<file path="src/design/ss_pkg.sv">
// ----------------------------------------------------------------------------
// Substring search package
// Shared constants, register codes, configuration type and the needle byte
// lookup used by the substring search block.
// ----------------------------------------------------------------------------
package ss_pkg;

  // Largest needle the window can hold.
  localparam int unsigned MaxNeedle = 16;
  localparam int unsigned ByteW     = 8;
  localparam int unsigned PosW      = 32;
  localparam int unsigned NlenW     = 5;
  localparam int unsigned NidxW     = 4;
  localparam int unsigned ModeW     = 2;
  localparam int unsigned WordW     = 64;
  localparam int unsigned AddrW     = 6;

  localparam logic [PosW-1:0]  CountMax  = '1;
  localparam logic [NlenW-1:0] NlenLimit = NlenW'(MaxNeedle);

  // Register index, taken from address bits [5:3].
  typedef enum logic [2:0] {
    RegMode   = 3'd0,
    RegNlen   = 3'd1,
    RegNlow   = 3'd2,
    RegNhigh  = 3'd3,
    RegLimit  = 3'd4
  } ss_reg_e;

  // Search modes; the code 3 behaves as raw memory mode.
  typedef enum logic [ModeW-1:0] {
    ModeString  = 2'd0,
    ModeBounded = 2'd1,
    ModeMemory  = 2'd2
  } ss_mode_e;

  // Configuration seen by the datapath.
  typedef struct packed {
    logic [ModeW-1:0] mode;
    logic [NlenW-1:0] nlen;
    logic [WordW-1:0] needle_lo;
    logic [WordW-1:0] needle_hi;
    logic [PosW-1:0]  limit;
  } ss_cfg_t;

  // Picks needle byte j out of the two needle words.
  function automatic logic [ByteW-1:0] needle_byte(input logic [WordW-1:0] lo,
                                                   input logic [WordW-1:0] hi,
                                                   input logic [NidxW-1:0] j);
    logic [5:0] sh;
    sh = {j[2:0], 3'b000};
    return j[3] ? hi[sh +: ByteW] : lo[sh +: ByteW];
  endfunction

endpackage

</file>
<file path="src/design/ss_cell.sv">
// ----------------------------------------------------------------------------
// Substring search window cell
// Holds one byte of the haystack window, passes it to the next cell on each
// shift and compares the byte it takes in with its needle byte.
// ----------------------------------------------------------------------------
module ss_cell (
  input  logic                    clk_i,
  input  logic                    shift_i,
  input  logic [ss_pkg::ByteW-1:0] byte_i,
  input  logic [ss_pkg::ByteW-1:0] needle_byte_i,
  input  logic                    active_i,
  output logic [ss_pkg::ByteW-1:0] byte_o,
  output logic                    hit_o
);

  logic [ss_pkg::ByteW-1:0] byte_q;

  // Window byte, moved one place along the chain on each shift.
  always_ff @(posedge clk_i) begin
    if (shift_i) begin
      byte_q <= byte_i;
    end
  end

  // Compare the byte entering this cell; unused cells always agree.
  assign hit_o  = !active_i || (byte_i == needle_byte_i);
  assign byte_o = byte_q;

endmodule

</file>
<file path="src/design/ss_regs.sv">
// ----------------------------------------------------------------------------
// Substring search register file
// APB-style configuration registers: mode, needle length, needle words and
// the byte limit of bounded mode.
// ----------------------------------------------------------------------------
module ss_regs (
  input  logic                     clk_i,
  input  logic                     rst_ni,
  input  logic                     psel,
  input  logic                     penable,
  input  logic                     pwrite,
  input  logic [ss_pkg::AddrW-1:0] paddr,
  input  logic [ss_pkg::WordW-1:0] pwdata,
  output logic [ss_pkg::WordW-1:0] prdata,
  output logic                     pready,
  output ss_pkg::ss_cfg_t          cfg_o
);

  ss_pkg::ss_cfg_t cfg_q;
  ss_pkg::ss_reg_e idx;
  logic            wr_en;

  assign idx    = ss_pkg::ss_reg_e'(paddr[5:3]);
  assign wr_en  = psel && penable && pwrite;
  assign pready = 1'b1;

  // Register writes in the access cycle.
  always_ff @(posedge clk_i or negedge rst_ni) begin
    if (!rst_ni) begin
      cfg_q.mode      <= ss_pkg::ModeString;
      cfg_q.nlen      <= '0;
      cfg_q.needle_lo <= '0;
      cfg_q.needle_hi <= '0;
      cfg_q.limit     <= ss_pkg::CountMax;
    end else if (wr_en) begin
      case (idx)
        ss_pkg::RegMode:  cfg_q.mode      <= pwdata[ss_pkg::ModeW-1:0];
        ss_pkg::RegNlen:  cfg_q.nlen      <= pwdata[ss_pkg::NlenW-1:0];
        ss_pkg::RegNlow:  cfg_q.needle_lo <= pwdata;
        ss_pkg::RegNhigh: cfg_q.needle_hi <= pwdata;
        ss_pkg::RegLimit: cfg_q.limit     <= pwdata[ss_pkg::PosW-1:0];
        default: ;
      endcase
    end
  end

  // Read back.
  always_comb begin
    case (idx)
      ss_pkg::RegMode:  prdata = ss_pkg::WordW'(cfg_q.mode);
      ss_pkg::RegNlen:  prdata = ss_pkg::WordW'(cfg_q.nlen);
      ss_pkg::RegNlow:  prdata = cfg_q.needle_lo;
      ss_pkg::RegNhigh: prdata = cfg_q.needle_hi;
      ss_pkg::RegLimit: prdata = ss_pkg::WordW'(cfg_q.limit);
      default:          prdata = '0;
    endcase
  end

  assign cfg_o = cfg_q;

endmodule

</file>
<file path="src/design/substring_search.sv">
// The deciding byte's result word is registered in the output stage (or the
// skid entry on a stall). Throughput: one haystack byte per cycle while the
// skid entry is empty; all sixteen window cells compare in the cycle the
// byte enters, and a two-entry output stage absorbs stalls.
// Reset (rst_ni low, asynchronous) clears the search state, the output stage
// and the registers to their defaults; no clearing pass is needed.
// ----------------------------------------------------------------------------
// Substring search top level
// Streams haystack bytes through a chain of window cells and reports the
// first occurrence of the configured needle, one result word per search.
// ----------------------------------------------------------------------------
module substring_search (
  input  logic                     clk_i,
  input  logic                     rst_ni,
  // Haystack words
  input  logic                     s_axis_tvalid,
  output logic                     s_axis_tready,
  input  logic [7:0]               s_axis_tdata,   // [7:0] data_byte
  input  logic                     s_axis_tlast,   // last
  // Result words
  output logic                     m_axis_tvalid,
  input  logic                     m_axis_tready,
  output logic [31:0]              m_axis_tdata,   // [31:0] position
  output logic                     m_axis_tuser,   // [0] found
  // Configuration
  input  logic                     psel,
  input  logic                     penable,
  input  logic                     pwrite,
  input  logic [ss_pkg::AddrW-1:0] paddr,
  input  logic [ss_pkg::WordW-1:0] pwdata,
  output logic [ss_pkg::WordW-1:0] prdata,
  output logic                     pready
);

  localparam int unsigned N  = ss_pkg::MaxNeedle;
  localparam int unsigned BW = ss_pkg::ByteW;
  localparam int unsigned PW = ss_pkg::PosW;

  ss_pkg::ss_cfg_t cfg;

  logic                    accept;
  logic                    shift;
  logic [ss_pkg::NlenW-1:0] nlen;
  logic [PW-1:0]           nlen_w;
  logic [PW-1:0]           seen_q, seen_d, cnt_next;
  logic                    decided_q, decided_d;
  logic [BW-1:0]           chain [N+1];
  logic [N-1:0]            hits;
  logic                    string_mode, is_empty, is_nul, is_match, is_lim;
  logic                    emit, res_found;
  logic [PW-1:0]           res_pos;

  logic                    out_valid_q, skid_valid_q;
  logic                    out_found_q, skid_found_q;
  logic [PW-1:0]           out_pos_q, skid_pos_q;
  logic                    out_take;

  // Configuration registers.
  ss_regs u_regs (
    .clk_i   (clk_i),
    .rst_ni  (rst_ni),
    .psel    (psel),
    .penable (penable),
    .pwrite  (pwrite),
    .paddr   (paddr),
    .pwdata  (pwdata),
    .prdata  (prdata),
    .pready  (pready),
    .cfg_o   (cfg)
  );

  // Handshake and needle length clamp.
  assign s_axis_tready = !skid_valid_q;
  assign accept        = s_axis_tvalid && s_axis_tready;
  assign shift         = accept && !decided_q;
  assign nlen          = (cfg.nlen > ss_pkg::NlenLimit) ? ss_pkg::NlenLimit : cfg.nlen;
  assign nlen_w        = PW'(nlen);

  // Window chain: cell k takes in the byte k places back and checks it against
  // needle byte nlen-1-k.
  assign chain[0] = s_axis_tdata;
  for (genvar k = 0; k < N; k++) begin : g_cell
    localparam logic [ss_pkg::NlenW-1:0] Pos = ss_pkg::NlenW'(k);
    logic                    active;
    logic [ss_pkg::NidxW-1:0] nidx;
    logic [ss_pkg::NlenW-1:0] diff;

    assign active = Pos < nlen;
    assign diff   = nlen - 5'd1 - Pos;
    assign nidx   = diff[ss_pkg::NidxW-1:0];

    ss_cell u_cell (
      .clk_i         (clk_i),
      .shift_i       (shift),
      .byte_i        (chain[k]),
      .needle_byte_i (ss_pkg::needle_byte(cfg.needle_lo, cfg.needle_hi, nidx)),
      .active_i      (active),
      .byte_o        (chain[k+1]),
      .hit_o         (hits[k])
    );
  end

  // Decision on the incoming byte, in priority order.
  assign cnt_next    = (seen_q == ss_pkg::CountMax) ? seen_q : seen_q + 32'd1;
  assign string_mode = (cfg.mode == ss_pkg::ModeString) ||
                       (cfg.mode == ss_pkg::ModeBounded);
  assign is_empty    = (nlen == '0);
  assign is_nul      = string_mode && (s_axis_tdata == '0);
  assign is_match    = (cnt_next >= nlen_w) && (&hits);
  assign is_lim      = (cfg.mode == ss_pkg::ModeBounded) && (cnt_next >= cfg.limit);
  assign emit        = shift && (is_empty || is_nul || is_match || is_lim || s_axis_tlast);
  assign res_found   = is_empty || (!is_nul && is_match);
  assign res_pos     = (!is_empty && res_found) ? (cnt_next - nlen_w) : '0;

  // Search state; the last byte always starts a fresh search.
  always_comb begin
    seen_d    = seen_q;
    decided_d = decided_q;
    if (accept) begin
      if (s_axis_tlast) begin
        seen_d    = '0;
        decided_d = 1'b0;
      end else if (!decided_q) begin
        seen_d    = cnt_next;
        decided_d = emit;
      end
    end
  end

  always_ff @(posedge clk_i or negedge rst_ni) begin
    if (!rst_ni) begin
      seen_q    <= '0;
      decided_q <= 1'b0;
    end else begin
      seen_q    <= seen_d;
      decided_q <= decided_d;
    end
  end

  // Output register with a skid entry behind it.
  assign out_take = out_valid_q && m_axis_tready;

  always_ff @(posedge clk_i or negedge rst_ni) begin
    if (!rst_ni) begin
      out_valid_q  <= 1'b0;
      skid_valid_q <= 1'b0;
    end else if (skid_valid_q) begin
      if (out_take) begin
        skid_valid_q <= 1'b0;
      end
    end else if (emit) begin
      if (out_valid_q && !m_axis_tready) begin
        skid_valid_q <= 1'b1;
      end else begin
        out_valid_q <= 1'b1;
      end
    end else if (out_take) begin
      out_valid_q <= 1'b0;
    end
  end

  always_ff @(posedge clk_i) begin
    if (skid_valid_q) begin
      if (out_take) begin
        out_found_q <= skid_found_q;
        out_pos_q   <= skid_pos_q;
      end
    end else if (emit) begin
      if (out_valid_q && !m_axis_tready) begin
        skid_found_q <= res_found;
        skid_pos_q   <= res_pos;
      end else begin
        out_found_q <= res_found;
        out_pos_q   <= res_pos;
      end
    end
  end

  assign m_axis_tvalid = out_valid_q;
  assign m_axis_tdata  = out_pos_q;
  assign m_axis_tuser  = out_found_q;

  // The skid entry is only ever filled behind a waiting output word.
  a_skid_behind_out: assert property (@(posedge clk_i) disable iff (!rst_ni)
    skid_valid_q |-> out_valid_q)
    else $error("skid entry holds a word while the output register is empty");

  // A decision that is not on the last byte closes the search.
  a_decided_after_emit: assert property (@(posedge clk_i) disable iff (!rst_ni)
    (emit && !s_axis_tlast) |=> decided_q)
    else $error("search not marked decided after its result");

  // A miss always reports position zero.
  a_miss_pos_zero: assert property (@(posedge clk_i) disable iff (!rst_ni)
    (m_axis_tvalid && !m_axis_tuser) |-> (m_axis_tdata == '0))
    else $error("miss reported with a nonzero position");

  // The last byte restarts the byte count.
  a_last_clears: assert property (@(posedge clk_i) disable iff (!rst_ni)
    (accept && s_axis_tlast) |=> (seen_q == '0 && !decided_q))
    else $error("search state not cleared after the last byte");

endmodule

</file>
<file path="config.mk">
export PLATFORM = sky130hd
export DESIGN_NAME = substring_search
export DESIGN_NICKNAME = d
export VERILOG_FILES = /design/src/design/ss_pkg.sv /design/src/design/ss_cell.sv /design/src/design/ss_regs.sv /design/src/design/substring_search.sv
export SDC_FILE = /design/constraint.sdc
export NUM_CORES = 2
export LEC_CHECK = 0
export ABC_AREA = 1
export BUFFER_PORTS_ARGS = -buffer_cell sky130_fd_sc_hd__clkbuf_2
export CORE_MARGIN = 3
export CORE_UTILIZATION = 60
export CTS_BUF_LIST = sky130_fd_sc_hd__clkbuf_4 sky130_fd_sc_hd__clkbuf_8
export DETAILED_ROUTE_END_ITERATION = 10
export MAX_ROUTING_LAYER = met4
export PLACE_DENSITY = 0.86
export SYNTH_ARGS = -nofsm -noshare
export SYNTH_HDL_FRONTEND = slang
export SYNTH_SLANG_ARGS = --single-unit
</file>
<file path="constraint.sdc">
create_clock -name clk_i -period 9.7 [get_ports clk_i]
set_clock_uncertainty 0.15 [all_clocks]
set_input_delay 1.455 -clock clk_i [delete_from_list [all_inputs] [get_ports clk_i]]
set_output_delay 1.455 -clock clk_i [all_outputs]
set_load 0.1 [all_outputs]
</file>
# Yosys cells after proc, flatten, opt, wreduce, memory -nomap -nowiden
# Cells that the tools add are included.
[word_totals]
inputBits = 86
elab_cells = 234
out_inout_bits = 100
register_bits = 388
[op_classes]
eq_ne = 26
add_sub_neg = 18
n_reduce_logical = 71
bitwise_logic = 1
magnitude_cmp = 19
n_mux = 39
shift = 32
[ops]
columns = ["operator", "count"]
rows = [
  ["variable part select 64 x 7 -> 8 bit", 32],
  ["one-hot mux 64 bit (5 select lines)", 1],
  ["two-way mux 32 bit", 8],
  ["equality test 8 bit", 16],
  ["two-way mux 8 bit", 16],
  ["< comparator 4 x 5 -> 1 bit, first input constant", 8],
  ["adder 32 x 1 -> 32 bit, second input constant", 1],
  ["equality test 32 bit, second input constant", 1],
  ["greater-or-equal comparator 32 bit", 1],
  ["greater-or-equal comparator 32 x 5 -> 1 bit", 1],
  ["subtractor 32 x 5 -> 32 bit", 1],
  ["subtractor 4 bit, second input constant", 8],
  ["logical OR 1 bit", 22],
  ["logical NOT 1 bit", 21],
  ["< comparator 3 x 5 -> 1 bit, first input constant", 4],
  ["AND reduction 16 bit", 1],
  ["subtractor 4 x 3 -> 4 bit, second input constant", 4],
  ["two-way mux 1 bit", 13],
  ["logical AND 1 bit", 12],
  ["AND reduction 2 bit", 6],
  ["< comparator 1 x 5 -> 1 bit, first input constant", 2],
  ["< comparator 2 x 5 -> 1 bit, first input constant", 2],
  ["AND reduction 3 bit", 3],
  ["logical NOT 8 bit", 1],
  ["other kinds (15)", 21],
]

# Logic depth before layout (Yosys ltp)
[logic_depth]
depth_word = 17
ltp_mapped = 41
depth_no_buf = 32

# Cells and area by module
# From an unflattened synthesis, not the netlist that was laid out.
[hier_totals]
cells_unflattened = 5720
area_unflattened_um2 = 35057.4
[by_module_without_submodules]
columns = ["module", "area_each_um2", "instances", "seq_area_each_um2", "cells_per_inst"]
rows = [
  ["substring_search", 21513.1, 1, 2857.7, 4182],
  ["ss_regs", 7458.4, 1, 4219.0, 898],
  ["ss_cell", 380.4, 16, 240.2, 40],
]

# Worst setup path after synthesis
# Ideal clock, no wire load.
[synth_timing]
path_kind = "reg2reg"
startpoint = "reg u_regs.cfg_q, in the netlist u_regs.cfg_o[162]"
endpoint = "reg out_pos_q[0], in the netlist m_axis_tdata[0] (enable)"
path_buffers = 10
arrival_ps = 6403
period_less_slack_ps = 6987
setup_time_ps = 434
setup_slack_ps = 2713
stages_incl_launch_ff = 36
required_ps = 9116
path_cell_list = "dfrtp_1 -> buf_2 -> nor2_2 -> nand2_4 -> nand2_8 -> buf_8 -> nand2_1 -> clkbuf_1 -> buf_2 -> buf_2 -> ha_1 -> buf_2 -> inv_2 -> clkbuf_1 -> buf_1 -> ha_1 -> a21oi_2 -> nand2_1 -> nand2_2 -> buf_4 -> buf_2 -> o211ai_1 -> nand3_1 -> nand3_1 -> nand2_1 -> nand2_1 -> nand2_1 -> nor2_1 -> nand2_1 -> nor2_1 -> nor2_1 -> nor2_1 -> nand3_2 -> nand3_1 -> nand2_1 -> a21oi_1"
[synth_between]
elab_chain_len = 16
elab_cells_between_ends = 141
cone_classes = "add/sub (16); order compare (18); eq/ne (16); shift (32); mux (17); reduce/logical (42)"
[synth_lines]
columns = ["item", "line_no", "rtl"]
rows = [
  ["start, declared", "ss_regs.sv:19", "ss_pkg::ss_cfg_t cfg_q;"],
  ["greater-than comparator 5 bit", "substring_search.sv:76", "assign nlen = (cfg.nlen > ss_pkg::NlenLimit) ? ss_pkg::NlenLimit : cfg.nlen;"],
  ["two-way mux 5 bit *", "substring_search.sv:76", ""],
  ["subtractor 4 x 1 -> 4 bit", "substring_search.sv:89", "assign diff = nlen - 5'd1 - Pos;"],
  ["subtractor 4 x 1 -> 4 bit, or another cell as far along", "substring_search.sv:89", ""],
  ["variable part select 64 x 7 -> 8 bit", "ss_pkg.sv:52", "return j[3] ? hi[sh +: ByteW] : lo[sh +: ByteW];"],
  ["two-way mux 8 bit", "ss_pkg.sv:52", ""],
  ["equality test 8 bit", "ss_cell.sv:26", "assign hit_o = !active_i || (byte_i == needle_byte_i);"],
  ["logical OR 1 bit", "ss_cell.sv:26", ""],
  ["AND reduction 16 bit", "substring_search.sv:109", "assign is_match = (cnt_next >= nlen_w) && (&hits);"],
  ["logical AND 1 bit", "substring_search.sv:109", ""],
  ["logical OR 1 bit * (3 in series)", "substring_search.sv:111", "assign emit = shift && (is_empty || is_nul || is_match || is_lim || s_axis_tlast);"],
  ["logical AND 1 bit *", "substring_search.sv:111", ""],
  ["nonzero test 2 bit (no source line) *", "--", ""],
  ["AND reduction 3 bit (no source line) *", "--", ""],
  ["end signal, assigned", "substring_search.sv:166", "out_pos_q <= skid_pos_q;"],
  ["end signal, assigned", "substring_search.sv:174", "out_pos_q <= res_pos;"],
  ["end, declared", "substring_search.sv:55", "logic [PW-1:0] out_pos_q, skid_pos_q;"],
]
# Mark *: on every way between the ends. The rest lies on a longest branch, timed or not.
# A chain may end at the register's enable or synchronous reset.

# Worst setup path in the final report
[layout_timing]
startpoint = "reg u_regs.cfg_q, in the netlist u_regs.cfg_o[163]"
endpoint = "reg skid_pos_q[24] (enable)"
[layout_between]
elab_chain_len = 15
elab_cells_between_ends = 140
cone_classes = "add/sub (16); order compare (18); eq/ne (16); shift (32); mux (17); reduce/logical (41)"
[layout_lines]
columns = ["item", "line_no", "rtl"]
rows = [
  ["greater-than comparator 5 bit", "substring_search.sv:76", ""],
  ["two-way mux 5 bit *", "substring_search.sv:76", ""],
  ["subtractor 4 x 1 -> 4 bit", "substring_search.sv:89", ""],
  ["subtractor 4 x 1 -> 4 bit, or another cell as far along", "substring_search.sv:89", ""],
  ["variable part select 64 x 7 -> 8 bit", "ss_pkg.sv:52", ""],
  ["two-way mux 8 bit", "ss_pkg.sv:52", ""],
  ["equality test 8 bit", "ss_cell.sv:26", ""],
  ["logical OR 1 bit", "ss_cell.sv:26", ""],
  ["AND reduction 16 bit", "substring_search.sv:109", ""],
  ["logical AND 1 bit", "substring_search.sv:109", ""],
  ["logical OR 1 bit * (3 in series)", "substring_search.sv:111", ""],
  ["logical AND 1 bit *", "substring_search.sv:111", ""],
  ["AND reduction 3 bit (no source line) *", "--", ""],
  ["end signal, assigned", "substring_search.sv:171", "skid_pos_q <= res_pos;"],
  ["end, declared", "substring_search.sv:55", ""],
]
# Marked as above.

==> flow_metrics.tcl <==
set metrics [dict create \
    status "finished with violations" \
    violations "design-rule violations" \
    cts_buffers 71 \
    cts_tree "built" \
    p_leak_uw 0.0186 \
    tns_ps 0 \
    fin_crit_ps 8000 \
    synth_area_sq_mm 0.0361 \
    critical_path_required_ps 9890 \
    drive_above_1_share 0.0818 \
    fmax_ghz 0.125 \
    max_stage_delay_ps 800 \
    grt_pass1_vias 36300 \
    ant_nets 0 \
    final_nets 5949 \
    synth_nets 6068 \
    hold_path_class "flip-flop to flip-flop" \
    synth_compound_area_frac 0.136 \
    syn_inst 5932 \
    m1WireLength_mm 53.0 \
    dr.pass1.iters 11 \
    clock_sinks 388 \
    syn_avg_cell_area_sq_um 6.09 \
    route.vias.total 42100 \
    clock_path_buffers 3 \
    clkTransAtPathRegs_ps 70 \
    ctsResizeCount 0 \
    die_area_sq_mm 0.0632 \
    fp.dieW_microns 251 \
    seq_area_frac_synth 0.296 \
    vdd_ir_drop_max_mv 0.244 \
    place_congestion 1.08 \
    cap_violations 0 \
    synth_cell_type_count 55 \
    r2r-start "u_regs.cfg_o[163]$_DFFE_PN0P_" \
    utilization 0.643 \
    core-area_sq_mm 0.0592 \
    final_cell_mix "2298 x nand2_1, 951 x nand3_1, 552 x inv_1" \
    insertion_delay_ps 720 \
    post_cts_buffers 0 \
    synth_top_family_by_area "simple AND/OR/NAND/NOR gates" \
    slowest_stage "nand2_4" \
    power.density_mw_per_mm2 317 \
    top_layer "met4" \
    ios 186 \
    synthMuxAreaShare 0 \
    final_common_cell "nand2_1" \
    htreeDepth 3 \
    rsz0062_at_grt "false" \
    startpoint "u_regs.cfg_o[163]$_DFFE_PN0P_" \
    drc 11 \
    ys.warnings.count 0 \
    drt_wl_total_mm 146 \
    slew_headroom 0.147 \
    syn2layout_area_growth_pct 5.49 \
    cp-end-kind "flip-flop" \
    cp_common_cell "nand2_1" \
    antenna_found_initial 2 \
    hold_start "g_cell[3].u_cell.byte_o[6]$_DFFE_PP_" \
    gr-total-overflow 0 \
    period_share 0.825 \
    route.met3.wl_mm 24.5 \
    synthXorXnorAreaFrac 0.0121 \
    grt_max_degree 176 \
    wl_per_cell_microns 22.0 \
    path_max_fanout 71 \
    initial_core_util 0.610 \
    tightestPinTransition_ps 1280 \
    yosys.area_share.adder 0.0175 \
    worstSetupPathType "flip-flop to flip-flop" \
    placed_cells 6513 \
    hpwl_mm 103 \
    setup_viol 0 \
    worstPathArrival_ps 8190 \
    hold_viol 0 \
    drt_iter0_markers 7888 \
    hold_buffers 0 \
    cts_root_buf "clkbuf_8" \
    portBuffers 181 \
    placementRows 89 \
    finalPower_uw 12100 \
    via_per_inst 6.33 \
    maxSlewViolCount 0 \
    dieHeight_microns 251 \
    grt_pass1_wl_mm 218 \
    cp-start-kind "flip-flop" \
    layout.cells.non_filler 6646 \
    track_usage 0.461 \
    ys_ff_latch 388 \
    synthSimpleGateAreaFrac 0.421 \
    wl_met2_mm 57.0 \
]
==> area by class of cell <==
type | instances | area [sq um]
tap | 773 | 967
sequential | 388 | 10700
clock buffer | 108 | 1340
inverter | 567 | 2140
timing repair buffer | 240 | 1400
fill | 5500 | 21100
multi-input combinational | 4545 | 21300
clock inverter | 23 | 253
antenna | 2 | 5.00
==> cells in the mapped netlist, drive strengths merged <==
master | count | area share
o211ai | 127 | 0.026
nor3 | 36 | 0.0050
inv | 565 | 0.059
conb | 1 | 0.00010
o21a | 3 | 0.00062
and2 | 21 | 0.0036
or2 | 2 | 0.00035
dfrtp | 170 | 0.12
fa | 1 | 0.00055
buf | 233 | 0.037
o21ai | 551 | 0.076
nand4 | 15 | 0.0026
dlygate4sd1 | 4 | 0.00097
edfxtp | 186 | 0.15
a31oi | 1 | 0.00017
o21bai | 8 | 0.0017
clkinv | 2 | 0.00021
o31ai | 3 | 0.00062
dfstp | 32 | 0.023
nand3 | 957 | 0.13
o22ai | 59 | 0.010
nand3b | 60 | 0.012
nand2 | 2324 | 0.24
nor4 | 5 | 0.0010
or3 | 1 | 0.00017
nor2 | 154 | 0.018
a21oi | 79 | 0.012
a221o | 3 | 0.00083
o221ai | 24 | 0.0058
nor3b | 1 | 0.00021
and3 | 3 | 0.00052
ha | 49 | 0.017
clkbuf | 195 | 0.020
a21boi | 1 | 0.00021
a22oi | 4 | 0.00083
xor2 | 50 | 0.012
a221oi | 2 | 0.00048
==> routing by layer <==
layer	vias up	track usage
met2	3392	0.610
met1	18900	0.602
li1	19200	-
met5	-	-
met4	0	0.291
met3	678	0.152
==> power by group <==
group	internal, uW	leakage (uW)	switching [uW]
Combinational	2010	0.0134	5700
Sequential	2150	0.00433	443
Clock	1000	0.000840	797
==> cells by family (layout without fill, tap and decap cells) <==
group,Yosys count,after routing
DFF,388,388
and+or+nand+nor,3579,3579
xor gates and xnor gates,50,50
other,1,3
adders and majority gates,50,50
buffers and inverters,999,938
AOI/OAI and AO/OA,865,865
==> state kept, by name, indices dropped and copies added (netlist names) <==
| signal | count |
|---|---|
| u_regs.cfg_o | 167 |
| g_cell.u_cell.byte_o | 120 |
| m_axis_tdata | 32 |
| seen_q | 32 |
| skid_pos_q | 32 |
| decided_q | 1 |
| m_axis_tuser | 1 |
| m_axis_tvalid | 1 |
| skid_found_q | 1 |
| skid_valid_q | 1 |
==> path summary, 6_finish.rpt <==
kind                                                        endpoint  slack (ps)  depth (start not counted)
worst max-delay path                        skid_pos_q[24]$_DFFE_PP_        1700                         29
worst min-delay path            g_cell[4].u_cell.byte_o[6]$_DFFE_PP_         320                          0
worst max register to register              skid_pos_q[24]$_DFFE_PP_        1700                         29
worst min register to register  g_cell[4].u_cell.byte_o[6]$_DFFE_PP_         320                          0
max in group asynchronous                      seen_q[6]$_DFFE_PN0P_        7360                          2
min in group asynchronous               u_regs.cfg_o[61]$_DFFE_PN0P_         580                          1
==> through the flow <==
stage          worst slack, ps  hold slack, ps  instance area [sq um]
6_report                  1700             317                  38100
5_1_grt                   1530             324                  38100
4_1_cts                   2260             309                  38100
3_5_place_dp              2270             301                  36500
3_3_place_gp              2380             296                  36500
2_1_floorplan             2710             291                  36100
==> worst max-delay path, delay by kind of cell (launching register included) <==
family,cells,cell delay [ps]
and+or+nand+nor,25,5450
adders and majority gates,1,320
AOI/OAI and AO/OA,1,130
DFF,1,590
buffers and inverters,2,940
No activity file was read; power rests on OpenSTA's default activity.
